<file path="src/sv/mbr_pkg.sv">
// Shared types and constants of the masked bilinear resampler.
// No dependencies; imported by every module of the block.
`default_nettype none
package mbr_pkg;
   // Fixed field widths
   localparam int IDX_W    = 14;
   localparam int TEMP_W   = 22;
   localparam int MASK_W   = 9;
   localparam int COORD_W  = 24;
   localparam int ADDR_W   = 20;   // wide enough for 1024 x 1024 grids
   localparam int WT_W     = 33;   // corner weight, Q0.32, up to 1.0
   localparam int NUM_W    = 58;   // weighted sum plus rounding term
   localparam int DEN_W    = 35;
   localparam int QUO_W    = 22;
   localparam int CSR_W    = 24;
   localparam int CSR_IDX_W = 3;

   // Register indexes
   localparam logic [CSR_IDX_W-1:0] REG_ORIGIN_X = 3'd0;
   localparam logic [CSR_IDX_W-1:0] REG_ORIGIN_Y = 3'd1;
   localparam logic [CSR_IDX_W-1:0] REG_INV_SP_X = 3'd2;
   localparam logic [CSR_IDX_W-1:0] REG_INV_SP_Y = 3'd3;
   localparam logic [CSR_IDX_W-1:0] REG_COLS     = 3'd4;
   localparam logic [CSR_IDX_W-1:0] REG_ROWS     = 3'd5;
   localparam logic [CSR_IDX_W-1:0] REG_T_LOWER  = 3'd6;
   localparam logic [CSR_IDX_W-1:0] REG_T_UPPER  = 3'd7;

   // Operation codes
   localparam logic OP_LOAD  = 1'b0;
   localparam logic OP_QUERY = 1'b1;

   localparam logic [MASK_W-1:0] MASK_HALF  = 9'd128;
   localparam logic [DEN_W-1:0]  WEIGHT_MIN = 35'd43;

   // Grid geometry seen by the front end
   typedef struct packed {
      logic signed [COORD_W-1:0] origin_x;
      logic signed [COORD_W-1:0] origin_y;
      logic [23:0]               inv_x;
      logic [23:0]               inv_y;
      logic [7:0]                cols;
      logic [7:0]                rows;
   } mbr_geom_type;

   // Temperature window seen by the back end
   typedef struct packed {
      logic [TEMP_W-1:0] lower;
      logic [TEMP_W-1:0] upper;
   } mbr_bounds_type;

   // One word in the queue between front and back
   typedef struct packed {
      logic                         op;
      logic [IDX_W-1:0]             load_idx;
      logic [TEMP_W-1:0]            load_temp;
      logic [MASK_W-1:0]            load_mask;
      logic [3:0][ADDR_W-1:0]       addr;
      logic [3:0][WT_W-1:0]         wt;
   } mbr_item_type;

   // Queue status
   typedef struct packed {
      logic [3:0] count;
      logic       full;
      logic       empty;
   } mbr_qstat_type;
endpackage
`default_nettype wire

</file>
<file path="src/sv/mbr_div.sv">
// Pipelined restoring divider, one quotient bit per stage, round half up.
// Depends on mbr_pkg.
`default_nettype none
module mbr_div import mbr_pkg::*; (
   input  wire logic             clock,
   input  wire logic             reset,
   input  wire logic             in_valid,
   input  wire logic [NUM_W-1:0] in_num,
   input  wire logic [DEN_W-1:0] in_den,
   output logic                  out_valid,
   output logic [QUO_W-1:0]      out_quo,
   output logic                  out_flag
);
   localparam int NS = QUO_W + 1;

   logic                   v_ff   [NS];
   logic                   flg_ff [NS];
   logic [NUM_W-1:0]       rem_ff [NS];
   logic [DEN_W-1:0]       den_ff [NS];
   logic [QUO_W-1:0]       quo_ff [NS];

   // Entry stage: add half the divisor, flag tiny weight
   always_ff @(posedge clock) begin
      if (reset)
         v_ff[0] <= 1'b0;
      else
         v_ff[0] <= in_valid;
      rem_ff[0] <= in_num + NUM_W'(in_den >> 1);
      den_ff[0] <= in_den;
      flg_ff[0] <= (in_den < WEIGHT_MIN);
      quo_ff[0] <= '0;
   end

   genvar s;
   generate
      for (s = 1; s < NS; s++) begin : g_stage
         localparam int B = QUO_W - s;
         logic [NUM_W-1:0] shd;
         logic             ge;
         assign shd = NUM_W'(den_ff[s-1]) << B;
         assign ge  = (rem_ff[s-1] >= shd);
         always_ff @(posedge clock) begin
            if (reset)
               v_ff[s] <= 1'b0;
            else
               v_ff[s] <= v_ff[s-1];
            rem_ff[s] <= ge ? (rem_ff[s-1] - shd) : rem_ff[s-1];
            den_ff[s] <= den_ff[s-1];
            flg_ff[s] <= flg_ff[s-1];
            quo_ff[s] <= quo_ff[s-1] | (QUO_W'(ge) << B);
         end
      end
   endgenerate

   assign out_valid = v_ff[NS-1];
   assign out_quo   = quo_ff[NS-1];
   assign out_flag  = flg_ff[NS-1];
endmodule
`default_nettype wire

</file>
<file path="config.mk">
export PLATFORM = sky130hd
export DESIGN_NAME = mbr_div
export DESIGN_NICKNAME = d
export VERILOG_FILES = /design/src/sv/mbr_pkg.sv /design/src/sv/mbr_div.sv
export SDC_FILE = /design/constraint.sdc
export NUM_CORES = 2
export LEC_CHECK = 0
export ABC_AREA = 0
export BUFFER_PORTS_ARGS = -buffer_cell sky130_fd_sc_hd__buf_2
export CORE_AREA = 2 2 626 317
export CTS_CLUSTER_DIAMETER = 150
export DETAILED_ROUTE_END_ITERATION = 6
export DIE_AREA = 0 0 628 319
export GPL_ROUTABILITY_DRIVEN = 0
export PLACE_DENSITY = 0.76
export SYNTH_ARGS = -nofsm -noshare
export SYNTH_HDL_FRONTEND = slang
export SYNTH_SLANG_ARGS = --single-unit
</file>
<file path="constraint.sdc">
create_clock -name clock -period 3.95 [get_ports clock]
set_clock_uncertainty 0.05 [all_clocks]
set_input_delay 0.1975 -clock clock [delete_from_list [all_inputs] [get_ports clock]]
set_output_delay 0.1975 -clock clock [all_outputs]
set_load 0.05 [all_outputs]
</file>
==> metrics.md <==
| Metric | Value |
|---|---|
| Status | finished, violations left |
| Failing checks | design-rule violations, negative setup slack |
| Vias/cell | 6.04 |
| Crit path cell chain | inv_1 -> ha_1 -> nand2_1 -> a211oi_1 -> buf_4 -> o21ai_1 -> a31oi_1 -> a21bo_2 -> and4_1 -> o22ai_1 -> o21ai_0 -> xnor2_1 -> a21oi_1 |
| Nature of the critical path endpoint | flop |
| Total number of H-tree levels | 4 |
| Fin nets | 13,500 |
| Via count | between 90,000 and 100k |
| Die area | between 200,000 and 250,000 sq um |
| Hold Crit Class | primary input to flop |
| Synth Warn # | 0 |
| Layout cells sized above 1 | 0.126 |
| Die W | 628 microns |
| Max Freq | between 200 and 250 MHz |
| Int Power | ~66 mW |
| Number of synthesized flops with an enable pin | 0 |
| Sink Count | between 2,000 and 2,500 |
| Largest net degree at the start of global routing | between 60 and 70 |
| DR WL/cell | approximately 22 microns |
| Most common cell after layout, fill and taps aside | dfxtp_1 |
| Largest cells by area after synthesis | dfxtp_1, ha_1, a21oi_1, xnor2_1, o21ai_0 |
| Crit-path max FO | 3 |
| Primary FF master, synth | dfxtp_1 |
| Average size of a mapped cell | ~9.0 sq um |
| Total CTS buffers | slightly above 200 |
| Synth Instances | about 12,000 |
| Net switching power | ~47 mW |
| Seq/Total Area, Yosys | 0.441 |
| Synth Cell Area | 107,000 sq um |
| Synth Net Count | 12,700 |
| DRC errors left | 7 |
| Antenna-violating nets left | 0 |
| CP Launch Type | flop |
| Distinct cells, synth | 87 |
| Area Overhead vs Synth | 17.2% |
| Initial core utilization | 0.547 |
| Power share of the clock group | 0.188 |
| Fin. Hold Viols | 0 |
| Initial DRC count | approximately 14,000 |
| RSZ-0062 raised after global routing | true |
| Combinational Power Share | 0.497 |
| IR drop worst, VDD | about 490 uV |
| Post-detail-place hpwl | approximately 260,000 microns |
| Critical path class | flop to flop |
| Ports | 120 |
| Area fraction of the dominant cell type after synthesis | 0.441 |
| GR Overflow Total | 0 |
| Commonest cells after routing, fill and taps aside | dfxtp_1, a21oi_1, inv_1 |
| Worst-margin pin slew | roughly 1300 ps |
| Tot GR Track Use | 0.319 |
| Fin crit share | 1.05 |
| Die Span Y | ~320 microns |
| Final wirelength | around 340,000 microns |
| Synthesis-stage register bit count | around 2,300 |
| Clk_lat worst skew | 890 ps |
| Seq pwr share | 0.316 |
| Max incr delay on CP | just under 600 ps |
| Min cycle time layout | about 4200 ps |
| Slew margin rel. | 0.0897 |
| Pwr Density | roughly 900 nW/um^2 |
| Clk buf depth | 4 |
| Critical path arrival | between 4000 and 5000 ps |
| Overall Power | approximately 110 mW |
| Static Leakage | ~56 nW |
| Number of global-route vias before repair | roughly 85,000 |
| Worst EP required | between 4000 and 5000 ps |
| Clock transition at the registers of the reported paths | 80 ps |
| Drt pass-1 iters | 7 |
| Quantity of I/O buffers inserted on ports | between 100 and 150 |
| Root Driver | clkbuf_16 |
| Endpoints failing setup | 12 |
| CP top delay family | compound AO/OA/AOI/OAI gates |
| Initial antenna violation count | 21 |
| Core Region | just under 200,000 sq um |
| CP bufs+invs | 2 |
| Max-cap viol count | 0 |
| Fillers | roughly 15,000 |
| Post-synth top area cell | dfxtp_1 |
| Slowest-stage cell, CP | o22ai_1 |
| CTS tree | done |
| Global-route wire length before repair | a little over 500,000 microns |
| Final worst slack | -208 ps |
| Max-slew violation count | 0 |
| Rows | around 120 |
| TNS Setup | -490 ps |
| Synth async-reset ratio | 0 |
| Switching share of power | 0.416 |
[final timing paths]
kind | from | to | slack, ps | depth (start not counted)
setup / recovery | den_ff[0][38] | rem_ff[0][169] | -210 | 13
hold / removal | in_num[0] | rem_ff[0][0] | 70 | 3
setup reg to reg | den_ff[0][38] | rem_ff[0][169] | -210 | 13
hold reg to reg | den_ff[1][127] | den_ff[1][162] | 240 | 0
[state kept, by name, summed over array words and instances (netlist names)]
name	flops
den_ff	770
flg_ff	23
quo_ff	253
rem_ff	1276
v_ff	23
[worst reg2reg max path, cell delays in order (launching register included)]
cell	delay (ps)
dfxtp_1	360
inv_1	50
ha_1	330
nand2_1	280
a211oi_1	100
buf_4	180
o21ai_1	420
a31oi_1	330
a21bo_2	350
and4_1	240
o22ai_1	580
o21ai_0	390
xnor2_1	270
a21oi_1	100
[metrics by stage]
stage          utilization  cell area [sq um]  instances  hold WS, ps  setup WS [ps]
6_report             0.640             125000      15400         73.4           -208
5_1_grt              0.640             125000      15400         40.5           -105
4_1_cts              0.633             123000      15400        0.282          0.622
3_5_place_dp         0.587             114000      14800          262          -1020
3_3_place_gp         0.587             114000      14800          260          -1440
2_1_floorplan            -             107000      11800          175            240
[area by class of cell]
type,count,area (sq um),area share
Multi-Input combinational cell,8103,56300,0.451
Clock buffer,289,5990,0.0480
Inverter,1003,3760,0.0302
Antenna cell,21,52.6,0.000421
Timing Repair Buffer,946,7540,0.0604
Sequential cell,2345,47000,0.376
Clock inverter,77,940,0.00753
Tap cell,2632,3290,0.0264
[power groups by stage]
stage                     sequential (mW)  clock, mW  combinational, mW
final                                35.6       21.2               56.0
after floorplan                      34.1          0               35.7
after CTS                            35.3       21.2               52.1
after detailed placement             35.7          0               50.9
after global placement               35.5          0               48.8
after global routing                 36.2       22.3               59.9
[per-layer routing]
layer  GRT usage  wire length, microns  vias up
met5      0.0371                  1090        -
li1            -                     -    42700
met1       0.494                156000    44300
met3       0.200                 66400      463
met2       0.355                111000     5612
met4      0.0409                  3730       18
[timing repair]
action	CTS	global route
pin swaps	22	83
setup buffers	16	27
endpoints found under the hold margin	117	0
endpoints found under the setup margin	295	591
gates resized for setup	69	269
hold buffers	154	0
[synthesized netlist by cell type, types with 54 or more instances]
cell type	n
and2_1	59
xnor2_1	541
nor2b_1	120
or3_1	71
nor3_1	206
mux2_2	149
nor2_1	727
o21a_1	89
inv_1	1000
dfxtp_1	2345
a211oi_1	89
ha_1	804
and3_1	90
o21ai_0	766
nand4_1	167
nor4_1	126
a21o_1	464
xor2_1	408
a31oi_1	91
nand3_1	221
o211ai_1	54
a21oi_1	1028
clkbuf_1	299
nand2_1	956
o21bai_1	105
nand2b_1	93
[cells by family after synthesis]
kind of cell,share of synthesized area
and+or+nand+nor,0.140
adders and majority gates,0.0985
DFF,0.441
AOI/OAI and AO/OA,0.179
muxes,0.0163
xor gates and xnor gates,0.0780
buffers and inverters,0.0471
Power figures use the tool's default switching activity.
