[config.mk]
export PLATFORM = sky130hd
export DESIGN_NAME = mbr_queue
export DESIGN_NICKNAME = d
export VERILOG_FILES = /design/src/sv/mbr_pkg.sv /design/src/sv/mbr_queue.sv
export SDC_FILE = /design/constraint.sdc
export NUM_CORES = 1
export LEC_CHECK = 0
export BUFFER_PORTS_ARGS = -buffer_cell sky130_fd_sc_hd__clkbuf_2
export CORE_MARGIN = 2
export CORE_UTILIZATION = 38
export CTS_CLUSTER_SIZE = 10
export DETAILED_ROUTE_END_ITERATION = 16
export PLACE_DENSITY_LB_ADDON = 0.1
export SYNTH_ARGS = -nofsm -noshare
export SYNTH_HDL_FRONTEND = slang
export SYNTH_SLANG_ARGS = --single-unit
[constraint.sdc]
create_clock -name clock -period 56.8 [get_ports clock]
set_input_delay 5.68 -clock clock [delete_from_list [all_inputs] [get_ports clock]]
set_output_delay 5.68 -clock clock [all_outputs]
set_load 0.005 [all_outputs]
[src/sv/mbr_pkg.sv]
// Shared types and constants of the masked bilinear resampler.
// No dependencies; imported by every module of the block.
`default_nettype none
package mbr_pkg;
   // Fixed field widths
   localparam int IDX_W    = 14;
   localparam int TEMP_W   = 22;
   localparam int MASK_W   = 9;
   localparam int COORD_W  = 24;
   localparam int ADDR_W   = 20;   // wide enough for 1024 x 1024 grids
   localparam int WT_W     = 33;   // corner weight, Q0.32, up to 1.0
   localparam int NUM_W    = 58;   // weighted sum plus rounding term
   localparam int DEN_W    = 35;
   localparam int QUO_W    = 22;
   localparam int CSR_W    = 24;
   localparam int CSR_IDX_W = 3;

   // Register indexes
   localparam logic [CSR_IDX_W-1:0] REG_ORIGIN_X = 3'd0;
   localparam logic [CSR_IDX_W-1:0] REG_ORIGIN_Y = 3'd1;
   localparam logic [CSR_IDX_W-1:0] REG_INV_SP_X = 3'd2;
   localparam logic [CSR_IDX_W-1:0] REG_INV_SP_Y = 3'd3;
   localparam logic [CSR_IDX_W-1:0] REG_COLS     = 3'd4;
   localparam logic [CSR_IDX_W-1:0] REG_ROWS     = 3'd5;
   localparam logic [CSR_IDX_W-1:0] REG_T_LOWER  = 3'd6;
   localparam logic [CSR_IDX_W-1:0] REG_T_UPPER  = 3'd7;

   // Operation codes
   localparam logic OP_LOAD  = 1'b0;
   localparam logic OP_QUERY = 1'b1;

   localparam logic [MASK_W-1:0] MASK_HALF  = 9'd128;
   localparam logic [DEN_W-1:0]  WEIGHT_MIN = 35'd43;

   // Grid geometry seen by the front end
   typedef struct packed {
      logic signed [COORD_W-1:0] origin_x;
      logic signed [COORD_W-1:0] origin_y;
      logic [23:0]               inv_x;
      logic [23:0]               inv_y;
      logic [7:0]                cols;
      logic [7:0]                rows;
   } mbr_geom_type;

   // Temperature window seen by the back end
   typedef struct packed {
      logic [TEMP_W-1:0] lower;
      logic [TEMP_W-1:0] upper;
   } mbr_bounds_type;

   // One word in the queue between front and back
   typedef struct packed {
      logic                         op;
      logic [IDX_W-1:0]             load_idx;
      logic [TEMP_W-1:0]            load_temp;
      logic [MASK_W-1:0]            load_mask;
      logic [3:0][ADDR_W-1:0]       addr;
      logic [3:0][WT_W-1:0]         wt;
   } mbr_item_type;

   // Queue status
   typedef struct packed {
      logic [3:0] count;
      logic       full;
      logic       empty;
   } mbr_qstat_type;
endpackage
`default_nettype wire

[src/sv/mbr_queue.sv]
// Short queue of words between the front and back ends.
// Depends on mbr_pkg.
`default_nettype none
module mbr_queue import mbr_pkg::*; (
   input  wire logic          clock,
   input  wire logic          reset,
   input  wire logic          push,
   input  wire mbr_item_type  push_item,
   input  wire logic          pop,
   output mbr_item_type       head,
   output mbr_qstat_type      stat
);
   localparam int DEPTH = 8;
   localparam int PW    = $clog2(DEPTH);

   mbr_item_type   slot_ff [DEPTH];
   logic [PW-1:0]  wr_ptr_ff, rd_ptr_ff;
   logic [PW:0]    count_ff;

   // Pointers and fill count
   always_ff @(posedge clock) begin
      if (reset) begin
         wr_ptr_ff <= '0;
         rd_ptr_ff <= '0;
         count_ff  <= '0;
      end else begin
         if (push)
            wr_ptr_ff <= wr_ptr_ff + PW'(1);
         if (pop)
            rd_ptr_ff <= rd_ptr_ff + PW'(1);
         count_ff <= count_ff + (PW+1)'(push) - (PW+1)'(pop);
      end
   end

   always_ff @(posedge clock) begin
      if (push)
         slot_ff[wr_ptr_ff] <= push_item;
   end

   assign head       = slot_ff[rd_ptr_ff];
   assign stat.count = 4'(count_ff);
   assign stat.full  = (count_ff == (PW+1)'(DEPTH));
   assign stat.empty = (count_ff == '0);
endmodule
`default_nettype wire

==> run_summary.xml, run 1 <==
<?xml version="1.0" encoding="UTF-8"?>
<metrics>
  <group name="sta">
    <metric name="setup_violations" unit="">0</metric>
    <metric name="fin_worst_skew" unit="ns">0.03004</metric>
    <metric name="transition_time_at_the_pin_with_the_least_slew_margin" unit="ns">1.231</metric>
    <metric name="final_period_minus_worst_setup_slack" unit="ns">10.86</metric>
    <metric name="maxSlewHeadroom" unit="">0.1794</metric>
    <metric name="fmaxAchievable" unit="MHz">92.12</metric>
    <metric name="final-max-slew-violation-count" unit="">0</metric>
    <metric name="post-route-period-util" unit="">0.1911</metric>
    <metric name="final-hold-violation-count" unit="">0</metric>
    <metric name="grt_setup_unrepaired" unit="">false</metric>
    <metric name="setup_total_negative_slack" unit="ns">0</metric>
  </group>
  <group name="worst_setup_path">
    <metric name="setup.worst_path.start_class" unit="">flip-flop</metric>
    <metric name="worst_path_dominant_cell_family" unit="">buffers and inverters</metric>
    <metric name="path_class" unit="">reg2out</metric>
    <metric name="max_stage_delay" unit="ns">0.82</metric>
    <metric name="capturing_element_type_of_the_critical_path" unit="">output pin</metric>
    <metric name="critical_path.slowest_cell" unit="">sky130_fd_sc_hd__buf_4</metric>
    <metric name="worstPathBufferInverterCount" unit="">4</metric>
    <metric name="crit_path_cell_trace" unit="">buf_4 &gt; buf_4 &gt; buf_12 &gt; mux4_2 &gt; mux2_2 &gt; clkbuf_2</metric>
    <metric name="cpMostUsedCell" unit="">sky130_fd_sc_hd__buf_4</metric>
    <metric name="worstPathRequired" unit="ns">51.12</metric>
    <metric name="arrival" unit="ns">5.18</metric>
    <metric name="timing.critical_path.fanout_max" unit="">93</metric>
  </group>
  <group name="cts">
    <metric name="cts-hold-fix-buffers" unit="">0</metric>
    <metric name="clockBufferDepth" unit="">3</metric>
    <metric name="cts_setup_buffers" unit="">0</metric>
    <metric name="cts.sink_count" unit="">2077</metric>
    <metric name="clock_insertion_delay_worst_skew" unit="ns">0.84</metric>
    <metric name="cts_tree" unit="">done</metric>
    <metric name="cts.clk_slew.worst_paths" unit="ns">0.05</metric>
    <metric name="postCtsResizedCells" unit="">0</metric>
    <metric name="clock-root-buffer" unit="">sky130_fd_sc_hd__clkbuf_16</metric>
    <metric name="cts_inserted_buffers" unit="">231</metric>
    <metric name="cts_htree_levels" unit="">4</metric>
  </group>
  <group name="power_and_ir_drop">
    <metric name="power_density" unit="nW/um2">36.34</metric>
    <metric name="power.ir.vdd_worst" unit="mV">0.02849</metric>
    <metric name="total_leakage_power" unit="nW">28.30</metric>
  </group>
  <group name="synthesis">
    <metric name="mappedNetlistArea" unit="um2">78020</metric>
    <metric name="ys.warnings.count" unit="">0</metric>
    <metric name="cell_count_after_synthesis" unit="">3052</metric>
    <metric name="synth_cell_types" unit="">24</metric>
    <metric name="synth_seq_area_share" unit="">0.7977</metric>
    <metric name="synth.avg_cell_area" unit="um2">25.56</metric>
    <metric name="synth-compound-area-share" unit="">0.0002406</metric>
    <metric name="post_synth_and_or_nand_nor_area_fraction" unit="">0.001716</metric>
    <metric name="synthXorXnorAreaFrac" unit="">0.0005613</metric>
    <metric name="synth-adder-area-share" unit="">0.001540</metric>
    <metric name="synth.ff_latch_count" unit="">2077</metric>
    <metric name="synthesis.nets" unit="">3323</metric>
    <metric name="synth_top_family_by_area" unit="">multiplexers</metric>
    <metric name="synth.area.mux_share" unit="">0.1874</metric>
  </group>
  <group name="route">
    <metric name="antenna_violating_nets_post_route" unit="">0</metric>
    <metric name="drtIter0Drc" unit="">2188</metric>
    <metric name="wl_per_cell" unit="um">27.53</metric>
    <metric name="viasPerCell" unit="">5.228</metric>
    <metric name="route.detailed.drc" unit="">0</metric>
    <metric name="dr.pass1.iters" unit="">7</metric>
    <metric name="dr_total_vias" unit="">33891</metric>
    <metric name="wl" unit="um">178500</metric>
  </group>
  <group name="die">
    <metric name="ioPinCount" unit="">526</metric>
    <metric name="chipHeight" unit="um">457.1</metric>
    <metric name="die_x" unit="um">457.1</metric>
    <metric name="overall_die_area" unit="um2">209000</metric>
    <metric name="core-area" unit="um2">204400</metric>
    <metric name="rows" unit="">166</metric>
    <metric name="start_util" unit="">0.3818</metric>
  </group>
  <group name="global_route">
    <metric name="grt_start_max_net_pins" unit="">140</metric>
    <metric name="grt_antenna_before_repair" unit="">49</metric>
    <metric name="gr-usage-all-layers" unit="">0.1703</metric>
    <metric name="number_of_global_route_vias_before_repair" unit="">35927</metric>
    <metric name="grt_pass1_wl" unit="um">258600</metric>
    <metric name="total_gr_overflow" unit="">0</metric>
  </group>
  <group name="hold_path">
    <metric name="hold_path.class" unit="">reg2reg</metric>
  </group>
  <group name="flow_run">
    <metric name="cap_viol_max_count" unit="">0</metric>
  </group>
  <group name="layout">
    <metric name="final-instance-count-excl-fill" unit="">6483</metric>
    <metric name="syn_to_final_growth" unit="%">15.52</metric>
    <metric name="fin_nets" unit="">4000</metric>
    <metric name="filler_cell_count" unit="">17271</metric>
    <metric name="share_of_cells_above_drive_strength_1" unit="">0.4286</metric>
  </group>
  <group name="status">
    <metric name="run_status" unit="">finished clean</metric>
  </group>
  <group name="placed_design">
    <metric name="finalWeightedCongestion" unit="">0.7035</metric>
    <metric name="numPortBuffers" unit="">525</metric>
    <metric name="dpl.hpwl" unit="um">96200</metric>
    <metric name="dp_cells" unit="">6184</metric>
  </group>
</metrics>
-- metrics by stage --
stage | util | setup slack, ns | hold slack (ns) | area (um2) | power [mW]
2_1_floorplan | - | 32.48 | 0.4847 | 78020 | 1.935
3_3_place_gp | 0.4104 | 46.64 | 0.5164 | 83880 | 2.034
3_5_place_dp | 0.4104 | 46.61 | 0.5264 | 83880 | 2.035
4_1_cts | 0.4409 | 45.67 | 0.5411 | 90110 | 3.333
5_1_grt | 0.4409 | 45.38 | 0.5837 | 90120 | 3.407
6_report | 0.4410 | 45.94 | 0.5375 | 90130 | 3.275
-- path summary, 6_finish.rpt --
kind / startpoint / cells after the start / end / slack [ns]
hold / removal: rd_ptr_ff[2] / 2 / rd_ptr_ff[2] / 0.54
setup reg to reg: wr_ptr_ff[2] / 5 / slot_ff[2][233] / 52.81
setup / recovery: flip-flop / 6 / head[250] / 45.94
hold reg to reg: rd_ptr_ff[2] / 2 / rd_ptr_ff[2] / 0.54
-- cell families after synthesis --
kind of cell | Yosys count
DFF | 2077
adders and majority gates | 9
xor gates and xnor gates | 5
buffers and inverters | 152
muxes | 776
AOI/OAI and AO/OA | 3
and+or+nand+nor | 30
-- tightest hold or removal path, cell delays in order (launching register included) --
cell and delay [ns]:
sky130_fd_sc_hd__dfxtp_1 0.31, sky130_fd_sc_hd__xor2_1 0.06, sky130_fd_sc_hd__nor2_1 0.11
-- placed cells by master, fill, tap and decap left out, types with 2 or more instances in the layout --
cell                         count
sky130_fd_sc_hd__edfxtp_1     2064
sky130_fd_sc_hd__clkbuf_2      525
sky130_fd_sc_hd__mux4_2        516
sky130_fd_sc_hd__mux2_2        238
sky130_fd_sc_hd__clkbuf_16     233
sky130_fd_sc_hd__buf_4          53
sky130_fd_sc_hd__clkbuf_1       36
sky130_fd_sc_hd__mux2_4         20
sky130_fd_sc_hd__buf_12         11
sky130_fd_sc_hd__nor2_1         10
sky130_fd_sc_hd__dfxtp_1        10
sky130_fd_sc_hd__diode_2         8
sky130_fd_sc_hd__ha_1            8
sky130_fd_sc_hd__inv_1           7
sky130_fd_sc_hd__clkinv_1        7
sky130_fd_sc_hd__nor2_4          6
sky130_fd_sc_hd__clkinv_8        5
sky130_fd_sc_hd__nand2_1         4
sky130_fd_sc_hd__nand2b_1        4
sky130_fd_sc_hd__xor2_1          3
sky130_fd_sc_hd__dfxtp_4         3
sky130_fd_sc_hd__clkinv_16       3
sky130_fd_sc_hd__inv_6           3
sky130_fd_sc_hd__nor3_2          2
sky130_fd_sc_hd__and3_1          2
sky130_fd_sc_hd__mux2i_1         2
sky130_fd_sc_hd__xnor2_1         2
sky130_fd_sc_hd__a21oi_1         2
sky130_fd_sc_hd__clkinvlp_4      2
-- report_power, final --
part           switching [mW]  total [mW]  internal (mW)  leakage [nW]
Combinational           0.135       0.254          0.119          6.42
Sequential             0.0112        1.74           1.73          18.9
Clock                   0.554        1.28          0.728          3.02
-- area by class of cell --
type | instances | area, um2 | share of cell area
antenna | 8 | 20.02 | 0.0002221
clock buffer | 269 | 5966 | 0.06619
clock inverter | 22 | 264.0 | 0.002929
inverter | 7 | 26.28 | 0.0002915
multi-input combinational | 823 | 14990 | 0.1664
sequential | 2077 | 62250 | 0.6907
tap | 2688 | 3363 | 0.03732
timing repair buffer | 589 | 3246 | 0.03601
-- synth_stat cells --
master / number / area, um2
sky130_fd_sc_hd__edfxtp_1: 2064 / 61980
sky130_fd_sc_hd__mux4_2: 516 / 11620
sky130_fd_sc_hd__mux2_2: 238 / 2680
sky130_fd_sc_hd__clkbuf_1: 54 / 202.7
sky130_fd_sc_hd__buf_2: 50 / 250.2
sky130_fd_sc_hd__buf_6: 28 / 315.3
sky130_fd_sc_hd__mux2_4: 20 / 300.3
sky130_fd_sc_hd__nor2_1: 16 / 60.06
sky130_fd_sc_hd__buf_1: 13 / 48.80
sky130_fd_sc_hd__dfxtp_1: 13 / 260.3
sky130_fd_sc_hd__ha_1: 8 / 100.1
sky130_fd_sc_hd__inv_1: 7 / 26.28
sky130_fd_sc_hd__nand2_1: 4 / 15.01
sky130_fd_sc_hd__nand2b_1: 4 / 25.02
sky130_fd_sc_hd__xor2_1: 3 / 26.28
sky130_fd_sc_hd__a21oi_1: 2 / 10.01
sky130_fd_sc_hd__and3_1: 2 / 12.51
sky130_fd_sc_hd__mux2i_1: 2 / 20.02
sky130_fd_sc_hd__nor3_1: 2 / 10.01
sky130_fd_sc_hd__xnor2_1: 2 / 17.52
sky130_fd_sc_hd__a31o_2: 1 / 8.760
sky130_fd_sc_hd__fa_1: 1 / 20.02
sky130_fd_sc_hd__nand3_1: 1 / 5.000
sky130_fd_sc_hd__nor2b_1: 1 / 6.260
-- sequential cells by signal (all words and copies together), names as in the netlist, named ones only --
name / flops
slot_ff: 2064
rd_ptr_ff: 3
wr_ptr_ff: 3
count_ff: 4
-- metal layers --
metal,vias up,part of all wire,global-route usage
li1,14437,-,-
met1,18304,0.42,0.2211
met2,786,0.49,0.2786
met3,314,0.065,0.05167
met4,50,0.023,0.04595
met5,-,0.0017,0
(Power assumes the default switching activity.)
==> run 2, diff against run 1 <==
- ABC_AREA: default -> 1
- clock period: 56.8 -> 11 ns (I/O delays scaled with it)
==> run 2 against run 1 <==
  * Synthesized cell count grew to 2.9 times the previous value
  * Combinational power grew to 7.2 times the previous value
  * Count of clock-buffer cells in the layout grew 39
  * Via count grew 72%
  * Utilization shrank 0.75 points
==> run_summary.xml, run 2 <==
<?xml version="1.0" encoding="UTF-8"?>
<metrics>
  <group name="worst_setup_path">
    <metric name="r2r.worst_path.cells" unit="">5</metric>
    <metric name="capturing_element_type_of_the_critical_path" unit="">output pin</metric>
    <metric name="timing.rr.start" unit="">wr_ptr_ff[0]</metric>
    <metric name="path_class" unit="">reg2out</metric>
    <metric name="timing.critical_path.fanout_max" unit="">202</metric>
    <metric name="crit_path_cell_trace" unit="">buf_12 &gt; buf_4 &gt; buf_4 &gt; nand2_1 &gt; nand3_1 &gt; nand2_1 &gt; nand2_1 &gt; nand2_1 &gt; clkbuf_2</metric>
    <metric name="cpMostUsedCell" unit="">sky130_fd_sc_hd__nand2_1</metric>
    <metric name="critical_path.slowest_cell" unit="">sky130_fd_sc_hd__dfxtp_4</metric>
    <metric name="regToRegEndpoint" unit="">slot_ff[0][170]</metric>
    <metric name="max_stage_delay" unit="ns">0.89</metric>
    <metric name="worstPathRequired" unit="ns">9.90</metric>
    <metric name="setup.worst_path.start_class" unit="">flip-flop</metric>
    <metric name="setup.worst_path.end" unit="">head[165]</metric>
    <metric name="arrival" unit="ns">4.97</metric>
    <metric name="worst-r2r-setup-slack" unit="ns">7.35</metric>
  </group>
  <group name="cts">
    <metric name="clock-root-buffer" unit="">sky130_fd_sc_hd__clkbuf_16</metric>
    <metric name="cts.clk_slew.worst_paths" unit="ns">0.05</metric>
    <metric name="cts.sink_count" unit="">2077</metric>
    <metric name="clock_insertion_delay_worst_skew" unit="ns">0.84</metric>
    <metric name="cts_htree_levels" unit="">4</metric>
    <metric name="cts-hold-fix-buffers" unit="">0</metric>
    <metric name="cts_setup_buffers" unit="">0</metric>
    <metric name="clockBufferDepth" unit="">3</metric>
    <metric name="cts_tree" unit="">done</metric>
    <metric name="cts_inserted_buffers" unit="">235</metric>
    <metric name="postCtsResizedCells" unit="">0</metric>
  </group>
  <group name="power_and_ir_drop">
    <metric name="p_clk_frac" unit="">0.393</metric>
    <metric name="power.internal" unit="mW">13.38</metric>
    <metric name="total_leakage_power" unit="nW">46.69</metric>
    <metric name="power.share.sequential" unit="">0.505</metric>
    <metric name="power_switching" unit="mW">4.359</metric>
    <metric name="power.share.combinational" unit="">0.102</metric>
    <metric name="power_density" unit="nW/um2">173.6</metric>
    <metric name="power.ir.vdd_worst" unit="mV">0.1377</metric>
    <metric name="power.switching_fraction" unit="">0.2457</metric>
  </group>
  <group name="layout">
    <metric name="top_register" unit="">slot_ff</metric>
    <metric name="layout.cells.most_common" unit="">sky130_fd_sc_hd__nand2_1</metric>
    <metric name="largest_reg_flops" unit="">2064</metric>
    <metric name="largest_regs" unit="">slot_ff: 2064 flops, count_ff: 4 flops</metric>
    <metric name="fin_nets" unit="">9708</metric>
    <metric name="syn_to_final_growth" unit="%">13.26</metric>
    <metric name="utilization" unit="">0.4335</metric>
    <metric name="final-instance-count-excl-fill" unit="">12699</metric>
    <metric name="layout_common_cells" unit="">sky130_fd_sc_hd__nand2_1 (3365), sky130_fd_sc_hd__inv_1 (2078), sky130_fd_sc_hd__edfxtp_1 (2064)</metric>
    <metric name="share_of_cells_above_drive_strength_1" unit="">0.09174</metric>
  </group>
  <group name="die">
    <metric name="start_util" unit="">0.3828</metric>
    <metric name="overall_die_area" unit="um2">241300</metric>
    <metric name="rows" unit="">178</metric>
    <metric name="ioPinCount" unit="">526</metric>
    <metric name="core-area" unit="um2">235600</metric>
    <metric name="chipHeight" unit="um">491.2</metric>
    <metric name="die_x" unit="um">491.2</metric>
  </group>
  <group name="sta">
    <metric name="final_period_minus_worst_setup_slack" unit="ns">6.072</metric>
    <metric name="fin_worst_skew" unit="ns">0.02977</metric>
    <metric name="setup_total_negative_slack" unit="ns">0</metric>
    <metric name="final-hold-violation-count" unit="">0</metric>
    <metric name="grt_setup_unrepaired" unit="">false</metric>
    <metric name="maxSlewHeadroom" unit="">0.2210</metric>
    <metric name="fmaxAchievable" unit="MHz">164.7</metric>
    <metric name="final-max-slew-violation-count" unit="">0</metric>
    <metric name="post-route-worst-setup-slack" unit="ns">4.928</metric>
    <metric name="setup_violations" unit="">0</metric>
    <metric name="post-route-period-util" unit="">0.5520</metric>
    <metric name="transition_time_at_the_pin_with_the_least_slew_margin" unit="ns">1.169</metric>
  </group>
  <group name="route">
    <metric name="route.detailed.drc" unit="">0</metric>
    <metric name="wl_per_cell" unit="um">18.77</metric>
    <metric name="wl" unit="um">238400</metric>
    <metric name="antenna_violating_nets_post_route" unit="">0</metric>
    <metric name="viasPerCell" unit="">4.578</metric>
    <metric name="drtIter0Drc" unit="">3462</metric>
    <metric name="dr.pass1.iters" unit="">6</metric>
    <metric name="dr_total_vias" unit="">58134</metric>
  </group>
  <group name="global_route">
    <metric name="gr-usage-all-layers" unit="">0.1952</metric>
    <metric name="grt_start_max_net_pins" unit="">203</metric>
    <metric name="grt_use_met3" unit="">0.04367</metric>
    <metric name="grt_pass1_wl" unit="um">358700</metric>
    <metric name="number_of_global_route_vias_before_repair" unit="">56073</metric>
    <metric name="grt_util_met1" unit="">0.2614</metric>
    <metric name="total_gr_overflow" unit="">0</metric>
    <metric name="globalRoute.busiestLayer" unit="">met2</metric>
    <metric name="groute.layer.met2.usage" unit="">0.3205</metric>
    <metric name="grt_antenna_before_repair" unit="">62</metric>
  </group>
  <group name="synthesis">
    <metric name="synth.ff_latch_count" unit="">2077</metric>
    <metric name="post_synth_and_or_nand_nor_area_fraction" unit="">0.1984</metric>
    <metric name="synth-compound-area-share" unit="">0.0004994</metric>
    <metric name="synth-adder-area-share" unit="">0.001332</metric>
    <metric name="synth_ff_type" unit="">sky130_fd_sc_hd__edfxtp_1</metric>
    <metric name="synth_cell_types" unit="">21</metric>
    <metric name="synth.avg_cell_area" unit="um2">10.02</metric>
    <metric name="synth.most_common_cell" unit="">sky130_fd_sc_hd__nand2_1</metric>
    <metric name="netlist.top_cell.by_area" unit="">sky130_fd_sc_hd__edfxtp_1</metric>
    <metric name="synthXorXnorAreaFrac" unit="">0.0001942</metric>
    <metric name="post-synth-top-area-fraction" unit="">0.6872</metric>
    <metric name="cell_count_after_synthesis" unit="">8997</metric>
    <metric name="synthesis.nets" unit="">9268</metric>
    <metric name="synth_seq_area_share" unit="">0.6901</metric>
    <metric name="synthTopCellsByCount" unit="">sky130_fd_sc_hd__nand2_1 (3365), sky130_fd_sc_hd__inv_1 (2078), sky130_fd_sc_hd__edfxtp_1 (2064)</metric>
    <metric name="mappedNetlistArea" unit="um2">90190</metric>
    <metric name="synth_enable_flop_cells" unit="">2064</metric>
    <metric name="post_synth_main_area_contributors" unit="">sky130_fd_sc_hd__edfxtp_1 (69%), sky130_fd_sc_hd__nand2_1 (14%), sky130_fd_sc_hd__inv_1 (8.6%)</metric>
    <metric name="postSynth.asyncResetShare" unit="">0</metric>
    <metric name="synth.area.mux_share" unit="">0</metric>
    <metric name="ys.warnings.count" unit="">0</metric>
    <metric name="synth_top_family_by_area" unit="">simple AND/OR/NAND/NOR gates</metric>
  </group>
  <group name="placed_design">
    <metric name="dp_cells" unit="">12350</metric>
    <metric name="finalWeightedCongestion" unit="">0.7534</metric>
    <metric name="dpl.hpwl" unit="um">120800</metric>
    <metric name="place_ws" unit="ns">5.683</metric>
    <metric name="numPortBuffers" unit="">525</metric>
  </group>
  <group name="flow_run">
    <metric name="cap_viol_max_count" unit="">0</metric>
  </group>
  <group name="hold_path">
    <metric name="hold_path.class" unit="">reg2reg</metric>
  </group>
  <group name="status">
    <metric name="run_status" unit="">finished clean</metric>
  </group>
</metrics>
-- run 2: cell types whose count changed in the layout (fill, tap and decap cells not counted), moves of 5 or more --
cell and delta:
sky130_fd_sc_hd__buf_4 +10, sky130_fd_sc_hd__clkbuf_1 +33, sky130_fd_sc_hd__clkbuf_16 +5, sky130_fd_sc_hd__clkinv_1 +6
sky130_fd_sc_hd__inv_1 +2071, sky130_fd_sc_hd__mux2_2 -238, sky130_fd_sc_hd__mux2_4 -20, sky130_fd_sc_hd__mux4_2 -516
sky130_fd_sc_hd__nand2_1 +3361, sky130_fd_sc_hd__nand3_1 +1033
-- run 2: how the worst min path moves through the flow --
stage	slack, ns	depth (start not counted)	startpoint	end
global placement	0.49	2	wr_ptr_ff[0]	wr_ptr_ff[0]
floorplan	0.46	2	wr_ptr_ff[0]	wr_ptr_ff[0]
detailed placement	0.49	2	wr_ptr_ff[0]	wr_ptr_ff[0]
global route	0.47	1	push_item[239]	slot_ff[0][239]
finish	0.50	2	wr_ptr_ff[0]	wr_ptr_ff[0]
CTS	0.44	1	push_item[116]	slot_ff[0][116]
-- run 2: per-stage QoR --
stage	instance area, um2	hold WS (ns)	total power [mW]
after CTS	102100	0.4438	17.99
after global routing	102100	0.4698	18.49
final	102200	0.4967	17.74
after detailed placement	95560	0.4893	10.97
after floorplan	90190	0.4631	10.25
after global placement	95560	0.4899	10.96
-- run 2: kinds of logic after synthesis --
logic type | after synthesis
buffers and inverters | 2481
and+or+nand+nor | 4419
AOI/OAI and AO/OA | 9
xor gates and xnor gates | 2
adders and majority gates | 9
DFF | 2077
-- run 2: final cells by class --
cell class / instances / area, um2
timing repair buffer: 603 / 3401
clock inverter: 30 / 336.6
antenna: 11 / 27.53
tap: 3150 / 3941
fill: 22598 / 133500
multi-input combinational: 4439 / 18140
sequential: 2077 / 62250
clock buffer: 308 / 6228
inverter: 2081 / 7834
-- run 2: critical path, delay by kind of cell, from the launching register on --
family | cells | cell delay [ns]
flip-flops | 1 | 0.89
AND/OR/NAND/NOR | 5 | 0.56
buffers and inverters | 4 | 2.42
-- run 2: power groups by stage --
stage | clock network [mW] | registers, mW | logic [mW]
CTS | 7.17 | 8.95 | 1.86
floorplan | 0 | 9.17 | 1.08
finish | 6.97 | 8.95 | 1.82
global route | 7.46 | 8.97 | 2.06
global placement | 0 | 9.11 | 1.85
detailed placement | 0 | 9.12 | 1.85
-- run 2: routing by layer --
layer,up-vias,share of wire
met5,-,0.0018
met1,27829,0.45
met4,70,0.024
met2,1084,0.47
met3,392,0.056
li1,28759,-
